<file path="src/rtl/rof_pkg.sv">
// ----------------------------------------------------------------------------
// rof_pkg
// shared types and constants of the rectangle outline framebuffer
// ----------------------------------------------------------------------------
package rof_pkg;

  // field widths
  localparam int OP_W    = 2;
  localparam int IN_XY_W = 10;
  localparam int RECT_W  = 11;
  localparam int PIX_W   = 8;
  localparam int CFG_W   = 9;

  // internal widths, sized for the largest supported image (4096 x 4096)
  localparam int COORD_W = 12;
  localparam int DIM_W   = 13;
  localparam int LIN_W   = 25;

  // operation codes
  localparam logic [OP_W-1:0] OP_WRITE = 2'd0;
  localparam logic [OP_W-1:0] OP_READ  = 2'd1;
  localparam logic [OP_W-1:0] OP_DRAW  = 2'd2;

  // register byte addresses
  localparam logic [2:0] REG_WIDTH  = 3'd0;
  localparam logic [2:0] REG_HEIGHT = 3'd4;

  localparam logic [CFG_W-1:0] WIDTH_RST  = 9'd256;
  localparam logic [CFG_W-1:0] HEIGHT_RST = 9'd256;

  typedef enum logic [2:0] {
    ST_IDLE,
    ST_CHECK,
    ST_WRITE,
    ST_READ,
    ST_RWAIT,
    ST_ROWS,
    ST_COLS,
    ST_DONE
  } state_t;

  // memory port control from the sequencer
  typedef struct packed {
    logic we;
    logic re;
  } mem_ctl_t;

endpackage

</file>
<file path="src/rtl/rof_cfg.sv">
// ----------------------------------------------------------------------------
// rof_cfg
// apb register file holding the active image width and height
// ----------------------------------------------------------------------------
module rof_cfg (
  input  logic                      clk,
  input  logic                      rst_n,
  input  logic                      cfg_psel,
  input  logic                      cfg_penable,
  input  logic                      cfg_pwrite,
  input  logic [2:0]                cfg_paddr,
  input  logic [31:0]               cfg_pwdata,
  output logic [31:0]               cfg_prdata,
  output logic                      cfg_pready,
  output logic [rof_pkg::CFG_W-1:0] image_width,
  output logic [rof_pkg::CFG_W-1:0] image_height
);

  logic [rof_pkg::CFG_W-1:0] width_r;
  logic [rof_pkg::CFG_W-1:0] height_r;
  logic                      wr_en;

  assign cfg_pready = 1'b1;
  assign wr_en      = cfg_psel & cfg_penable & cfg_pwrite & cfg_pready;

  // register index is paddr / 4
  always_ff @(posedge clk) begin
    if (!rst_n) begin
      width_r  <= rof_pkg::WIDTH_RST;
      height_r <= rof_pkg::HEIGHT_RST;
    end else if (wr_en) begin
      if (cfg_paddr[2] == rof_pkg::REG_HEIGHT[2]) begin
        height_r <= cfg_pwdata[rof_pkg::CFG_W-1:0];
      end else begin
        width_r <= cfg_pwdata[rof_pkg::CFG_W-1:0];
      end
    end
  end

  always_comb begin
    if (cfg_paddr[2] == rof_pkg::REG_HEIGHT[2]) begin
      cfg_prdata = {{(32-rof_pkg::CFG_W){1'b0}}, height_r};
    end else begin
      cfg_prdata = {{(32-rof_pkg::CFG_W){1'b0}}, width_r};
    end
  end

  assign image_width  = width_r;
  assign image_height = height_r;

endmodule

</file>
<file path="config.mk">
export PLATFORM = sky130hd
export DESIGN_NAME = rof_cfg
export DESIGN_NICKNAME = d
export VERILOG_FILES = /design/src/rtl/rof_pkg.sv /design/src/rtl/rof_cfg.sv
export SDC_FILE = /design/constraint.sdc
export NUM_CORES = 1
export LEC_CHECK = 0
export BUFFER_PORTS_ARGS = -buffer_cell sky130_fd_sc_hd__buf_2
export CAP_MARGIN = 5
export CORE_MARGIN = 1
export CORE_UTILIZATION = 38
export CTS_BUF_LIST = sky130_fd_sc_hd__clkbuf_8
export CTS_CLUSTER_SIZE = 40
export DETAILED_ROUTE_END_ITERATION = 6
export MAX_ROUTING_LAYER = met4
export PLACE_DENSITY_LB_ADDON = 0.08
export SYNTH_ARGS = -nofsm -noshare
export SYNTH_HDL_FRONTEND = slang
export SYNTH_SLANG_ARGS = --single-unit
</file>
<file path="constraint.sdc">
create_clock -name clk -period 0.95 [get_ports clk]
set_input_delay 0.1425 -clock clk [delete_from_list [all_inputs] [get_ports clk]]
set_output_delay 0.1425 -clock clk [all_outputs]
set_load 0.01 [all_outputs]
</file>
==> impl_metrics.csv <==
group,metric,value,unit
cts,clkTransAtPathRegs,0.07,ns
cts,htreeDepth,1,
critical_path,required,0.81,ns
critical_path,worstSetupStartpoint,"image_height[5]",
critical_path,reg2reg_setup_slack,0.18,ns
cts,insertion_delay,0.25,ns
routing,wl_met1,891,um
routing,wl,2.20,mm
sta,rsz0062_at_grt,"true",
floorplanning,num_rows,18,
cts,cts_tree,"done",
logic_synthesis,synth_cell_types,11,
finish,fin_util,66.1,%
place,hpwlAfterDp,1.40,mm
floorplanning,dieWidth,53.4,um
pwr,power_density,1050,nW/um^2
routing,drtIter0Drc,6,
routing,vias,860,
critical_path,crit_end,"cfg_prdata[5]",
critical_path,endpoint_kind,"output pin",
sta,final-max-slew-violation-count,0,
sta,fin_skew,0,ns
cts,root_buffer,"clkbuf_8",
critical_path,cpMaxStageDelayCell,"dfxtp_2",
routing,wl_met3,143,um
finish,stdcell_count,200,
logic_synthesis,synth_cells,106,
grt,grt_pass1_wl,3.37,mm
status,status,"complete, but fails checks",
sta,fin_setup_tns,-1.57,ns
critical_path,worstPathMaxFanout,2,
routing,drt_first_pass_iters,4,
sta,fin_crit,1.11,ns
floorplanning,die_y,53.4,um
critical_path,timing.rr.start,"image_height[4]",
finish,final-seq-area,383,um^2
routing,wl_met2,1.14,mm
routing,wl_per_cell,11.0,um
critical_path,cp.depth,2,
critical_path,cp.arrival,0.97,ns
finish,mostFrequentLayoutCell,"buf_6",
critical_path,criticalPathCategory,"flip-flop to output pin",
floorplanning,die_area,2850,um^2
logic_synthesis,synth_top_area_share,35.9,%
floorplanning,floorplan.initialDensity,40.6,%
finish,multi_input_area,520,um^2
pwr,p_leak,0.905,nW
sta,setup_violations,15,
finish,final_cell_mix,"38 x buf_6, 24 x nand2_1, 24 x conb_1",
finish,nets,211,
min_path,worstHoldPathType,"input port to flip-flop",
logic_synthesis,ys_seq_area_share,35.9,%
finish,syn_to_final_growth,62.9,%
logic_synthesis,yosysTopAreaCell,"dfxtp_1",
logic_synthesis,yosysWarnings,0,
critical_path,r2r_cells,4,
routing,viasPerCell,4.30,
routing,ant_nets,0,
critical_path,timing.critical_path.buf_inv,1,
critical_path,critPathTopFamily,"flip-flops",
logic_synthesis,ys_seq_elements,18,
min_path,hold_path.startpoint,"cfg_pwdata[2]",
cts,clockBufferDepth,2,
grt,grt_max_degree,19,
place,gp_congestion,0.676,
finish,drive_above_1_share,58.8,%
place,dp.cells,175,
logic_synthesis,synth_area,1000,um^2
grt,overflow,0,
finish,nFillCells,217,
cts,hold_buffers,0,
critical_path,crit_chain,"mux2_2, buf_6",
cts,clock_sinks,18,
routing,maxUsedRoutingLayer,"met4",
critical_path,startpoint_type,"flip-flop",
grt,antenna_found_initial,0,
critical_path,max_stage_delay,0.33,ns
sta,worst_slack,-0.164,ns
routing,drc,0,
floorplanning,core,2480,um^2
logic_synthesis,synth.avg_cell_area,9.48,um^2
grt,grt.total_usage,17.2,%
sta,max_freq,898,MHz
sta,fin_crit_sh,117,%
place,io_buffer_count,41,
cts,numCtsBuffers,3,
pwr,power,1.71,mW
grt,grt_pass1_vias,753,
logic_synthesis,yosys-top-cells-area,"dfxtp_1 36%, buf_4 19%, mux2i_1 18%, mux2_2 10%, nand2_1 9.0%",
floorplanning,io_pins,91,
status,violations,"setup timing",
critical_path,r2r-end,"image_height[4]",
pwr,peakVddDrop,1160,uV
run,cap_violations,0,
finish,antenna_cells,0,
sta,hold_viol_final,0,
==> worst min path at each step <==
stage / endpoint / slack [ns] / cells after the start
after CTS: image_height[3] / 0.14 / 3
after detailed placement: image_height[8] / 0.42 / 3
final: image_height[2] / 0.14 / 3
after global placement: image_width[8] / 0.41 / 3
after floorplan: image_height[0] / 0.30 / 2
after global routing: image_width[0] / 0.16 / 3
==> cell families after synthesis <==
logic type | Yosys count | share of synthesized area (%)
buffers and inverters | 30 | 22.4
flip-flops | 18 | 35.9
multiplexers | 27 | 28.0
other | 2 | 0.747
AND/OR/NAND/NOR | 29 | 13.0
==> cells in the mapped netlist <==
master,n
mux2_2,9
nand4_2,1
nand4b_1,1
nand2_1,24
mux2i_1,18
buf_4,25
buf_2,3
buf_6,2
nor2b_1,3
dfxtp_1,18
conb_1,2
==> registers in the layout, indices dropped and copies added, names as in the netlist <==
register / flops
image_height: 9
image_width: 9
==> area by class of cell <==
type | count | share of cell area (%)
Sequential cell | 18 | 23.4
Multi-Input combinational cell | 80 | 31.8
Timing Repair Buffer | 68 | 39.1
Tap cell | 30 | 2.29
Clock buffer | 4 | 3.36
==> report_power, final <==
| part | switching (mW) | internal (mW) | total (mW) |
|---|---|---|---|
| logic | 0.147 | 0.153 | 0.300 |
| registers | 0.0105 | 0.774 | 0.785 |
| clock network | 0.257 | 0.369 | 0.625 |
| total | 0.415 | 1.30 | 1.71 |
==> timing repair <==
item	CTS	global route
resized for setup	56	7
setup endpoints to repair	9	26
buffers inserted	17	6
==> stage by stage <==
stage | hold slack [ns] | instance area [um^2] | worst slack [ns]
global route | 0.160 | 1640 | -0.190
finish | 0.140 | 1640 | -0.164
detailed placement | 0.418 | 1170 | -0.0929
global placement | 0.406 | 1170 | -0.0839
floorplan | 0.304 | 1090 | 0.190
CTS | 0.138 | 1590 | -0.165
==> tightest hold or removal path, cell delays in order <==
cell,delay [ns]
buf_2,0.10
nand2_1,0.06
mux2i_1,0.06
==> per-layer routing <==
layer	GRT usage, %	vias to the layer above
met2	30.6	41
met5	-	-
li1	-	424
met4	3.95	0
met1	18.6	391
met3	5.17	4
Power figures use the tool's default switching activity.
