[config.mk]
export PLATFORM = sky130hd
export DESIGN_NAME = rof_ctrl
export DESIGN_NICKNAME = d
export VERILOG_FILES = /design/src/rtl/rof_pkg.sv /design/src/rtl/rof_ctrl.sv
export SDC_FILE = /design/constraint.sdc
export NUM_CORES = 1
export LEC_CHECK = 0
export BUFFER_PORTS_ARGS = -buffer_cell sky130_fd_sc_hd__buf_2
export CAP_MARGIN = 20
export CORE_MARGIN = 2
export CORE_UTILIZATION = 60
export CTS_CLUSTER_DIAMETER = 60
export DETAILED_ROUTE_END_ITERATION = 10
export GPL_TIMING_DRIVEN = 0
export PLACE_DENSITY = 0.84
export SLEW_MARGIN = 40
export SYNTH_ARGS = -nofsm -noshare
export SYNTH_HDL_FRONTEND = slang
export SYNTH_SLANG_ARGS = --single-unit
[constraint.sdc]
create_clock -name clk -period 8.9 [get_ports clk]
set_input_delay 1.335 -clock clk [delete_from_list [all_inputs] [get_ports clk]]
set_output_delay 1.335 -clock clk [all_outputs]
set_load 0.02 [all_outputs]
[src/rtl/rof_pkg.sv]
// ----------------------------------------------------------------------------
// rof_pkg
// shared types and constants of the rectangle outline framebuffer
// ----------------------------------------------------------------------------
package rof_pkg;

  // field widths
  localparam int OP_W    = 2;
  localparam int IN_XY_W = 10;
  localparam int RECT_W  = 11;
  localparam int PIX_W   = 8;
  localparam int CFG_W   = 9;

  // internal widths, sized for the largest supported image (4096 x 4096)
  localparam int COORD_W = 12;
  localparam int DIM_W   = 13;
  localparam int LIN_W   = 25;

  // operation codes
  localparam logic [OP_W-1:0] OP_WRITE = 2'd0;
  localparam logic [OP_W-1:0] OP_READ  = 2'd1;
  localparam logic [OP_W-1:0] OP_DRAW  = 2'd2;

  // register byte addresses
  localparam logic [2:0] REG_WIDTH  = 3'd0;
  localparam logic [2:0] REG_HEIGHT = 3'd4;

  localparam logic [CFG_W-1:0] WIDTH_RST  = 9'd256;
  localparam logic [CFG_W-1:0] HEIGHT_RST = 9'd256;

  typedef enum logic [2:0] {
    ST_IDLE,
    ST_CHECK,
    ST_WRITE,
    ST_READ,
    ST_RWAIT,
    ST_ROWS,
    ST_COLS,
    ST_DONE
  } state_t;

  // memory port control from the sequencer
  typedef struct packed {
    logic we;
    logic re;
  } mem_ctl_t;

endpackage

[src/rtl/rof_ctrl.sv]
// ----------------------------------------------------------------------------
// rof_ctrl
// operation sequencer: bounds check, pixel access and outline walk
// ----------------------------------------------------------------------------
module rof_ctrl #(
  parameter int MAX_WIDTH  = 256,
  parameter int MAX_HEIGHT = 256,
  parameter int ADDR_W     = 16
) (
  input  logic                        clk,
  input  logic                        rst_n,
  input  logic                        in_tvalid,
  output logic                        in_tready,
  input  logic [55:0]                 in_tdata,
  input  logic [rof_pkg::OP_W-1:0]    in_tuser,
  output logic                        out_tvalid,
  input  logic                        out_tready,
  output logic [15:0]                 out_tdata,
  input  logic [rof_pkg::CFG_W-1:0]   image_width,
  input  logic [rof_pkg::CFG_W-1:0]   image_height,
  output rof_pkg::mem_ctl_t           mem_ctl,
  output logic [ADDR_W-1:0]           mem_addr,
  output logic [rof_pkg::PIX_W-1:0]   mem_wdata,
  input  logic [rof_pkg::PIX_W-1:0]   mem_rdata
);

  localparam logic [rof_pkg::DIM_W-1:0] MaxW = rof_pkg::DIM_W'(MAX_WIDTH);
  localparam logic [rof_pkg::DIM_W-1:0] MaxH = rof_pkg::DIM_W'(MAX_HEIGHT);

  rof_pkg::state_t state_r, state_nxt;

  logic [rof_pkg::OP_W-1:0]    op_r;
  logic [rof_pkg::IN_XY_W-1:0] x_r;
  logic [rof_pkg::IN_XY_W-1:0] y_r;
  logic [rof_pkg::RECT_W-1:0]  rw_r;
  logic [rof_pkg::RECT_W-1:0]  rh_r;
  logic [rof_pkg::PIX_W-1:0]   pv_r;
  logic [rof_pkg::COORD_W-1:0] x2_r;
  logic [rof_pkg::COORD_W-1:0] y2_r;
  logic [rof_pkg::COORD_W-1:0] pos_r;
  logic                        side_r;
  logic [rof_pkg::PIX_W-1:0]   rd_r;
  logic                        st_r;
  logic                        out_valid_r;
  logic [15:0]                 out_data_r;

  logic                        in_fire;
  logic                        out_free;
  logic [rof_pkg::DIM_W-1:0]   eff_w;
  logic [rof_pkg::DIM_W-1:0]   eff_h;
  logic [rof_pkg::COORD_W-1:0] x_ext;
  logic [rof_pkg::COORD_W-1:0] y_ext;
  logic [rof_pkg::COORD_W-1:0] x2_c;
  logic [rof_pkg::COORD_W-1:0] y2_c;
  logic                        pix_ok;
  logic                        draw_ok;
  logic                        op_ok;
  logic                        row_end;
  logic                        col_end;
  logic [rof_pkg::COORD_W-1:0] cur_x;
  logic [rof_pkg::COORD_W-1:0] cur_y;
  logic [rof_pkg::LIN_W-1:0]   lin_addr;

  assign in_fire  = in_tvalid & in_tready;
  assign out_free = ~out_valid_r | out_tready;

  // effective image size, clamped to the memory geometry
  always_comb begin
    eff_w = {{(rof_pkg::DIM_W-rof_pkg::CFG_W){1'b0}}, image_width};
    eff_h = {{(rof_pkg::DIM_W-rof_pkg::CFG_W){1'b0}}, image_height};
    if (eff_w > MaxW) begin
      eff_w = MaxW;
    end
    if (eff_h > MaxH) begin
      eff_h = MaxH;
    end
  end

  // bounds checks on the latched operation
  assign x_ext = {{(rof_pkg::COORD_W-rof_pkg::IN_XY_W){1'b0}}, x_r};
  assign y_ext = {{(rof_pkg::COORD_W-rof_pkg::IN_XY_W){1'b0}}, y_r};
  assign x2_c  = x_ext + {{(rof_pkg::COORD_W-rof_pkg::RECT_W){1'b0}}, rw_r}
                 - rof_pkg::COORD_W'(1);
  assign y2_c  = y_ext + {{(rof_pkg::COORD_W-rof_pkg::RECT_W){1'b0}}, rh_r}
                 - rof_pkg::COORD_W'(1);

  assign pix_ok  = ({1'b0, x_ext} < eff_w) && ({1'b0, y_ext} < eff_h);
  assign draw_ok = (rw_r != '0) && (rh_r != '0) &&
                   ({1'b0, x2_c} < eff_w) && ({1'b0, y2_c} < eff_h);

  always_comb begin
    case (op_r)
      rof_pkg::OP_WRITE: op_ok = pix_ok;
      rof_pkg::OP_READ:  op_ok = pix_ok;
      rof_pkg::OP_DRAW:  op_ok = draw_ok;
      default:           op_ok = 1'b0;
    endcase
  end

  assign row_end = side_r && (pos_r == x2_r);
  assign col_end = side_r && ((pos_r + rof_pkg::COORD_W'(1)) == y2_r);

  // next state
  always_comb begin
    state_nxt = state_r;
    case (state_r)
      rof_pkg::ST_IDLE: begin
        if (in_fire) begin
          state_nxt = rof_pkg::ST_CHECK;
        end
      end
      rof_pkg::ST_CHECK: begin
        if (!op_ok) begin
          state_nxt = rof_pkg::ST_DONE;
        end else begin
          case (op_r)
            rof_pkg::OP_WRITE: state_nxt = rof_pkg::ST_WRITE;
            rof_pkg::OP_READ:  state_nxt = rof_pkg::ST_READ;
            rof_pkg::OP_DRAW:  state_nxt = rof_pkg::ST_ROWS;
            default:           state_nxt = rof_pkg::ST_DONE;
          endcase
        end
      end
      rof_pkg::ST_WRITE: state_nxt = rof_pkg::ST_DONE;
      rof_pkg::ST_READ:  state_nxt = rof_pkg::ST_RWAIT;
      rof_pkg::ST_RWAIT: state_nxt = rof_pkg::ST_DONE;
      rof_pkg::ST_ROWS: begin
        if (row_end) begin
          if (rh_r > rof_pkg::RECT_W'(2)) begin
            state_nxt = rof_pkg::ST_COLS;
          end else begin
            state_nxt = rof_pkg::ST_DONE;
          end
        end
      end
      rof_pkg::ST_COLS: begin
        if (col_end) begin
          state_nxt = rof_pkg::ST_DONE;
        end
      end
      rof_pkg::ST_DONE: begin
        if (out_free) begin
          state_nxt = rof_pkg::ST_IDLE;
        end
      end
      default: state_nxt = rof_pkg::ST_IDLE;
    endcase
  end

  // outputs: memory port and input handshake
  always_comb begin
    mem_ctl.we = 1'b0;
    mem_ctl.re = 1'b0;
    cur_x      = x_ext;
    cur_y      = y_ext;
    case (state_r)
      rof_pkg::ST_WRITE: begin
        mem_ctl.we = 1'b1;
      end
      rof_pkg::ST_READ: begin
        mem_ctl.re = 1'b1;
      end
      rof_pkg::ST_ROWS: begin
        mem_ctl.we = 1'b1;
        cur_x      = pos_r;
        cur_y      = side_r ? y2_r : y_ext;
      end
      rof_pkg::ST_COLS: begin
        mem_ctl.we = 1'b1;
        cur_x      = side_r ? x2_r : x_ext;
        cur_y      = pos_r;
      end
      default: begin
        mem_ctl.we = 1'b0;
      end
    endcase
  end

  assign in_tready = (state_r == rof_pkg::ST_IDLE);

  // row-major address y * MAX_WIDTH + x
  assign lin_addr =
      {{(rof_pkg::LIN_W-rof_pkg::COORD_W){1'b0}}, cur_y} *
      {{(rof_pkg::LIN_W-rof_pkg::DIM_W){1'b0}}, MaxW} +
      {{(rof_pkg::LIN_W-rof_pkg::COORD_W){1'b0}}, cur_x};
  assign mem_addr  = lin_addr[ADDR_W-1:0];
  assign mem_wdata = pv_r;

  always_ff @(posedge clk) begin
    if (!rst_n) begin
      state_r <= rof_pkg::ST_IDLE;
    end else begin
      state_r <= state_nxt;
    end
  end

  // operation and walk registers
  always_ff @(posedge clk) begin
    case (state_r)
      rof_pkg::ST_IDLE: begin
        if (in_fire) begin
          op_r <= in_tuser;
          x_r  <= in_tdata[9:0];
          y_r  <= in_tdata[19:10];
          rw_r <= in_tdata[30:20];
          rh_r <= in_tdata[41:31];
          pv_r <= in_tdata[49:42];
          rd_r <= '0;
        end
      end
      rof_pkg::ST_CHECK: begin
        x2_r   <= x2_c;
        y2_r   <= y2_c;
        pos_r  <= x_ext;
        side_r <= 1'b0;
        st_r   <= ~op_ok;
      end
      rof_pkg::ST_RWAIT: begin
        rd_r <= mem_rdata;
      end
      rof_pkg::ST_ROWS: begin
        side_r <= ~side_r;
        if (row_end) begin
          pos_r <= y_ext + rof_pkg::COORD_W'(1);
        end else if (side_r) begin
          pos_r <= pos_r + rof_pkg::COORD_W'(1);
        end
      end
      rof_pkg::ST_COLS: begin
        side_r <= ~side_r;
        if (side_r) begin
          pos_r <= pos_r + rof_pkg::COORD_W'(1);
        end
      end
      default: begin
        side_r <= side_r;
      end
    endcase
  end

  // result register
  always_ff @(posedge clk) begin
    if (!rst_n) begin
      out_valid_r <= 1'b0;
    end else if (state_r == rof_pkg::ST_DONE && out_free) begin
      out_valid_r <= 1'b1;
    end else if (out_tready) begin
      out_valid_r <= 1'b0;
    end
  end

  always_ff @(posedge clk) begin
    if (state_r == rof_pkg::ST_DONE && out_free) begin
      out_data_r <= {7'b0, st_r, rd_r};
    end
  end

  assign out_tvalid = out_valid_r;
  assign out_tdata  = out_data_r;

endmodule

==> impl_metrics.toml, run 1 <==
[detailed_routing]
drt_total_wl_um = 18210
route.vias.total = 6109
route.detailed.wl_per_inst_um = 17.41
drc = 0
drt_first_iter_violations = 784
length_of_the_first_detailed_routing_pass_in_iterations = 10
count_of_nets_left_with_antenna_violations_after_detail_routing = 0
drt-vias-per-instance = 5.840

[logic_synthesis]
postSynthRegisterBits = 111
synth.largest_area_cell = "edfxtp_1"
synth_cells = 732
ys_types = 74
synthesis.area_per_instance_um2 = 10.37
syn_area_um2 = 7594
ys.warnings.count = 0
netlist_top_cells_area = "edfxtp_1 42%, ha_1 13%, inv_1 5.4%"
seq_area_frac_synth_pct = 43.37
synth_async_sr_flop_share_pct = 0
portion_of_synthesized_cell_area_occupied_by_the_leading_cell_type_pct = 42.31
synth_edf_count = 107
synth-main-ff-cell = "edfxtp_1"

[critical_path]
cp-end-kind = "output pin"
worst_ep_arrival_time_ps = 4060
crit_type = "reg2out"
cp_max_fo = 10
worst_ep_required_time_ps = 7570
critPathLaunchType = "flip-flop"

[clock_tree]
cts_hold_buf = 0
clock_latency_ps = 360
clock_slew_seen_by_the_registers_of_the_worst_setup_and_hold_paths_ps = 80
root_buffer = "clkbuf_16"
total_clock_buffers_created_by_cts = 9
post_cts_buffers = 0
cts_buffer_depth = 2
postCtsResizedCells = 0
cts_tree = "done"
tritoncts_num_sinks = 111
depth_of_the_cts_h_tree = 3

[placed_design]
final_weighted_congestion_of_routability_driven_global_placement = 0.9851
detailed_place_hpwl_um = 14310
port_buffers = 118

[finish]
area_growth_pct = 15.49
multi_input_area_um2 = 3767
finalNetCount = 1038
post_route_cells_drive_above_1_share_pct = 19.11
area_used_by_sequential_logic_in_the_layout_um2 = 3293
mostFrequentLayoutCells = "125 x buf_2, 109 x inv_1, 107 x edfxtp_1"
diodes = 0
fin_util_pct = 70.35
fillCellCount = 954
mostFrequentLayoutCell = "buf_2"

[floorplanning]
die_x_um = 116.5
initial_cell_density_of_the_core_pct = 60.92
fp.coreArea_um2 = 12470
die_h_um = 116.5
floorplan.rows = 41
dieArea_um2 = 13570
ios = 132

[global_routing]
grt_antenna_before_repair = 0
grt_pass1_vias = 5629
grt_max_degree = 46
grt_first_pass_wirelength_um = 28120
globalRouteTotalUtil_pct = 27.57
aggregate_global_routing_overflow = 0

[power_and_ir_drop]
ratio_of_total_power_to_cell_area_nw_per_um2 = 341.8
peakVddDrop_mv = 0.2151
leakagePower_uw = 0.003825
total_design_power_uw = 2998

[sta]
fin_max_slew_vios = 0
summed_negative_setup_slack_over_all_endpoints_ps = 0
timing.final.crit_period_ps = 5399
layout_worst_path_cycle_share_pct = 60.66
clock.fmax_ghz = 0.1852
relSlewSlack_pct = 45.82
clock_skew_ps = 13.87
setup_viol = 0
tightest_slew_ps = 806.7
rsz_0062_raised_after_global_routing = "no"
final_hold_violating_endpoints = 0

[min_path]
hold_class = "reg2reg"

[flow_run]
drv_cap = 0

[outcome]
run_status = "finished, final reports clean"
[state kept, by name, indices dropped and copies added (netlist names), 2 cells and up]
register   flops
mem_wdata      8
op_r           2
out_tdata      9
pos_r         12
rd_r           8
rh_r          11
rw_r          11
state_r        3
x2_r          12
x_r           10
y2_r          12
y_r           10
[critical path: stages (launching register included)]
cell and delay (ps):
dfxtp_1 320, buf_2 230, nand3b_2 310, nand2_1 350, o21ai_1 350, a222oi_1 620, inv_1 100, ha_1 300
a21o_1 180, a21oi_1 220, inv_1 70, a21oi_1 190, nor4_1 90, xnor2_1 180, buf_2 190
[cell usage after synthesis, types with 5 or more instances]
master,number
and3_1,9
xnor2_1,44
nand3_1,15
and2_1,11
buf_2,7
buf_4,7
o21a_1,5
a222oi_1,18
a21oi_1,22
a21o_1,17
nand4_1,14
o21ai_0,20
nor3_1,11
ha_1,78
nor2_1,35
nor4_1,6
mux2i_1,8
clkbuf_1,14
edfxtp_1,107
xor2_1,21
inv_1,109
nand2_1,49
nor2b_1,7
o221ai_1,7
[final timing paths]
check / startpoint / endpoint / slack, ps / cells past startpoint
setup reg to reg: x_r[1]$_DFFE_PP_ / st_r$_DFFE_PP_ / 4420 / 15
setup / recovery: state_r[2]$_SDFFE_PN0P_ / mem_addr[15] / 3500 / 14
hold / removal: rd_r[7]$_SDFFCE_PN0P_ / out_tdata[7]$_DFFE_PP_ / 420 / 0
hold reg to reg: rd_r[7]$_SDFFCE_PN0P_ / out_tdata[7]$_DFFE_PP_ / 420 / 0
[area by class of cell]
cell class                 count  area share, %
buffer                        30          1.698
clock buffer                   9          2.568
clock inverter                 7         0.7419
inverter                     111          4.751
multi-input combinational    486          42.96
sequential                   111          37.55
tap                          172          2.454
timing repair buffer         120          7.276
[through the flow]
step / hold slack, ps / setup slack [ps] / area, um^2 / cells
after floorplan: 400.3 / 4637 / 7616 / 738
after global placement: 401.7 / 4053 / 8422 / 1028
after detailed placement: 404.5 / 3939 / 8479 / 1030
after CTS: 422.7 / 3554 / 8770 / 1046
after global routing: 433.8 / 3170 / 8770 / 1046
final: 419.3 / 3501 / 8770 / 1046
[power breakdown]
group | internal, uW | switching (uW)
clock | 197 | 203
combinational | 646 | 1000
sequential | 827 | 125
[logic make-up after synthesis]
family	after synthesis	share of synthesized area, %
fa+ha+maj	81	13.64
xor+xnor	65	7.497
compound gates	139	13.71
flops	111	43.37
simple gates	184	12.93
other cells	1	0.04938
buf+inv	141	7.448
mux	10	1.351
[metal layers]
layer | wire length (um) | GRT usage (%) | up-vias
li1 | - | - | 2924
met3 | 1646 | 5.864 | 43
met4 | 569 | 10.79 | 0
met2 | 8633 | 45.04 | 308
met1 | 7356 | 36.18 | 2834
met5 | 0 | 0 | -
(Power assumes the default switching activity.)
==> run 2: changes to the inputs <==
--- a/config.mk
+++ b/config.mk
@@ -8,11 +8,11 @@
 export BUFFER_PORTS_ARGS = -buffer_cell sky130_fd_sc_hd__buf_2
 export CAP_MARGIN = 20
 export CORE_MARGIN = 2
-export CORE_UTILIZATION = 60
+export CORE_UTILIZATION = 52
 export CTS_CLUSTER_DIAMETER = 60
 export DETAILED_ROUTE_END_ITERATION = 10
 export GPL_TIMING_DRIVEN = 0
-export PLACE_DENSITY = 0.84
+export PLACE_DENSITY = 0.77
 export SLEW_MARGIN = 40
 export SYNTH_ARGS = -nofsm -noshare
 export SYNTH_HDL_FRONTEND = slang
==> constraint.sdc (replaced) <==
create_clock -name clk -period 4.4 [get_ports clk]
set_input_delay 0.66 -clock clk [delete_from_list [all_inputs] [get_ports clk]]
set_output_delay 0.66 -clock clk [all_outputs]
set_load 0.02 [all_outputs]
==> run 2 against run 1 <==
  * Register-to-register slack lost 4200 ps
  * Critical endpoint is now st_r$_DFFE_PP_
  * Sequential share of layout area shrank 0.54 points
  * Hold slack gained 1.8 ps
  * Largest power group unchanged
  * Largest cell class unchanged
  * Clock skew shrank 4.7 ps
  * Highest routed layer unchanged
  * First-iteration DRC count shrank 26%
  * Clock-buffer cell count grew 1
==> impl_metrics.toml, run 2 (synthesis results as in run 1) <==
[outcome]
run_status = "finished, final reports clean"

[critical_path]
cp_max_fo = 3
crit_type = "reg2reg"
critPathLaunchType = "flip-flop"
worst_ep_arrival_time_ps = 4320
cp-end-kind = "flip-flop"
worst_ep_required_time_ps = 4510

[detailed_routing]
drc = 0
drt-vias-per-instance = 5.689
route.vias.total = 6087
drt_total_wl_um = 18870
route.detailed.wl_per_inst_um = 17.64
length_of_the_first_detailed_routing_pass_in_iterations = 7
count_of_nets_left_with_antenna_violations_after_detail_routing = 0
drt_first_iter_violations = 581

[global_routing]
grt_first_pass_wirelength_um = 29440
grt_antenna_before_repair = 0
grt_max_degree = 45
globalRouteTotalUtil_pct = 24.15
grt_pass1_vias = 5683
aggregate_global_routing_overflow = 0

[floorplanning]
ios = 132
floorplan.rows = 44
initial_cell_density_of_the_core_pct = 52.65
die_x_um = 124.8
die_h_um = 124.8
fp.coreArea_um2 = 14420
dieArea_um2 = 15590

[sta]
timing.final.crit_period_ps = 4210
final_hold_violating_endpoints = 0
rsz_0062_raised_after_global_routing = "yes"
final_setup_margin_ps = 190.0
clock.fmax_ghz = 0.2375
clock_skew_ps = 9.153
fin_max_slew_vios = 0
setup_viol = 0
tightest_slew_ps = 717.6
relSlewSlack_pct = 52.16
layout_worst_path_cycle_share_pct = 95.68

[power_and_ir_drop]
switching_share_pct = 44.34
internal_power_uw = 3415
p_switching_uw = 2720
seqPwrFrac_pct = 31.3
power_frac_comb_pct = 55.6
leakagePower_uw = 0.003917
pwr-share-clk_pct = 13.1
ratio_of_total_power_to_cell_area_nw_per_um2 = 689.3
peakVddDrop_mv = 0.3173

[finish]
post_route_cells_drive_above_1_share_pct = 21.56
diodes = 0
mostFrequentLayoutCells = "127 x buf_2, 109 x inv_1, 107 x edfxtp_1"
biggestRegsByFlops = "pos_r: 12 flops, x2_r: 12 flops, y2_r: 12 flops"
finalNetCount = 1050
mostFrequentLayoutCell = "buf_2"
area_growth_pct = 17.22
final-instance-count-excl-fill = 1070

[clock_tree]
cts_hold_buf = 0
total_clock_buffers_created_by_cts = 9
depth_of_the_cts_h_tree = 3
cts_buffer_depth = 2
root_buffer = "clkbuf_16"
tritoncts_num_sinks = 111
cts_tree = "done"
clock_slew_seen_by_the_registers_of_the_worst_setup_and_hold_paths_ps = 80
clock_latency_ps = 370

[placed_design]
dp.cells = 1042
detailed_place_hpwl_um = 14590
pre_cts_slack_ps = 32.24
port_buffers = 118
final_weighted_congestion_of_routability_driven_global_placement = 0.9574

[flow_run]
drv_cap = 0

[min_path]
hold_class = "reg2reg"
## run 2: critical path: stages (launching register included)
cell and delay, ps:
edfxtp_1 410, inv_1 100, ha_1 280, inv_1 40
ha_1 230, fa_1 430, a21o_1 230, a221oi_2 300
xnor2_1 200, ha_1 290, nor2b_1 130, o21ai_0 290
nand3_1 110, or4_4 550, nor4_4 280, nor2_1 90
## run 2: final timing paths
kind	end	from	slack [ps]	cells past startpoint
setup / recovery	st_r$_DFFE_PP_	x_r[1]$_DFFE_PP_	190	15
hold / removal	out_tdata[7]$_DFFE_PP_	rd_r[7]$_SDFFCE_PN0P_	420	0
setup reg to reg	st_r$_DFFE_PP_	x_r[1]$_DFFE_PP_	190	15
hold reg to reg	out_tdata[7]$_DFFE_PP_	rd_r[7]$_SDFFCE_PN0P_	420	0
## run 2: layer usage
metal	part of all wire [%]	track usage, %	up-vias
met4	2.4	7.516	0
li1	-	-	2951
met5	0	0	-
met3	9.1	5.627	29
met2	46	38.22	279
met1	42	33.17	2828
## run 2: what timing repair did
item / 4_1_cts / 5_1_grt
gates resized for setup: 2 / 17
setup buffers: 4 / 8
endpoints found under the setup margin: 4 / 6
pin swaps: 2 / 2
## run 2: layout make-up
cell class	instances	area, um^2
well taps	184	230.2
clock buffers	10	229.0
repair buffers	133	723.2
fillers	1243	5523
multi-input cells	486	3804
clock inverters	6	52.55
inverters	111	416.7
flip-flops and latches	111	3294
plain buffers	29	151.4
## run 2: power groups by stage
stage / logic [uW] / clock network (uW) / registers, uW
final: 3410 / 804 / 1920
after global routing: 3750 / 856 / 1950
after CTS: 3320 / 816 / 1910
after detailed placement: 3260 / 0 / 1940
after global placement: 3160 / 0 / 1940
after floorplan: 2410 / 0 / 1870
## run 2: stage by stage
step	utilization, %	TNS (ps)	hold WS, ps	cell area [um^2]	total power (uW)
6_report	61.71	0	421.0	8901	6135
5_1_grt	61.71	-29.30	434.8	8901	6558
4_1_cts	61.02	0	422.1	8801	6049
3_5_place_dp	58.80	0	404.5	8482	5201
3_3_place_gp	58.49	0	403.2	8437	5101
2_1_floorplan	-	0	400.3	7616	4282
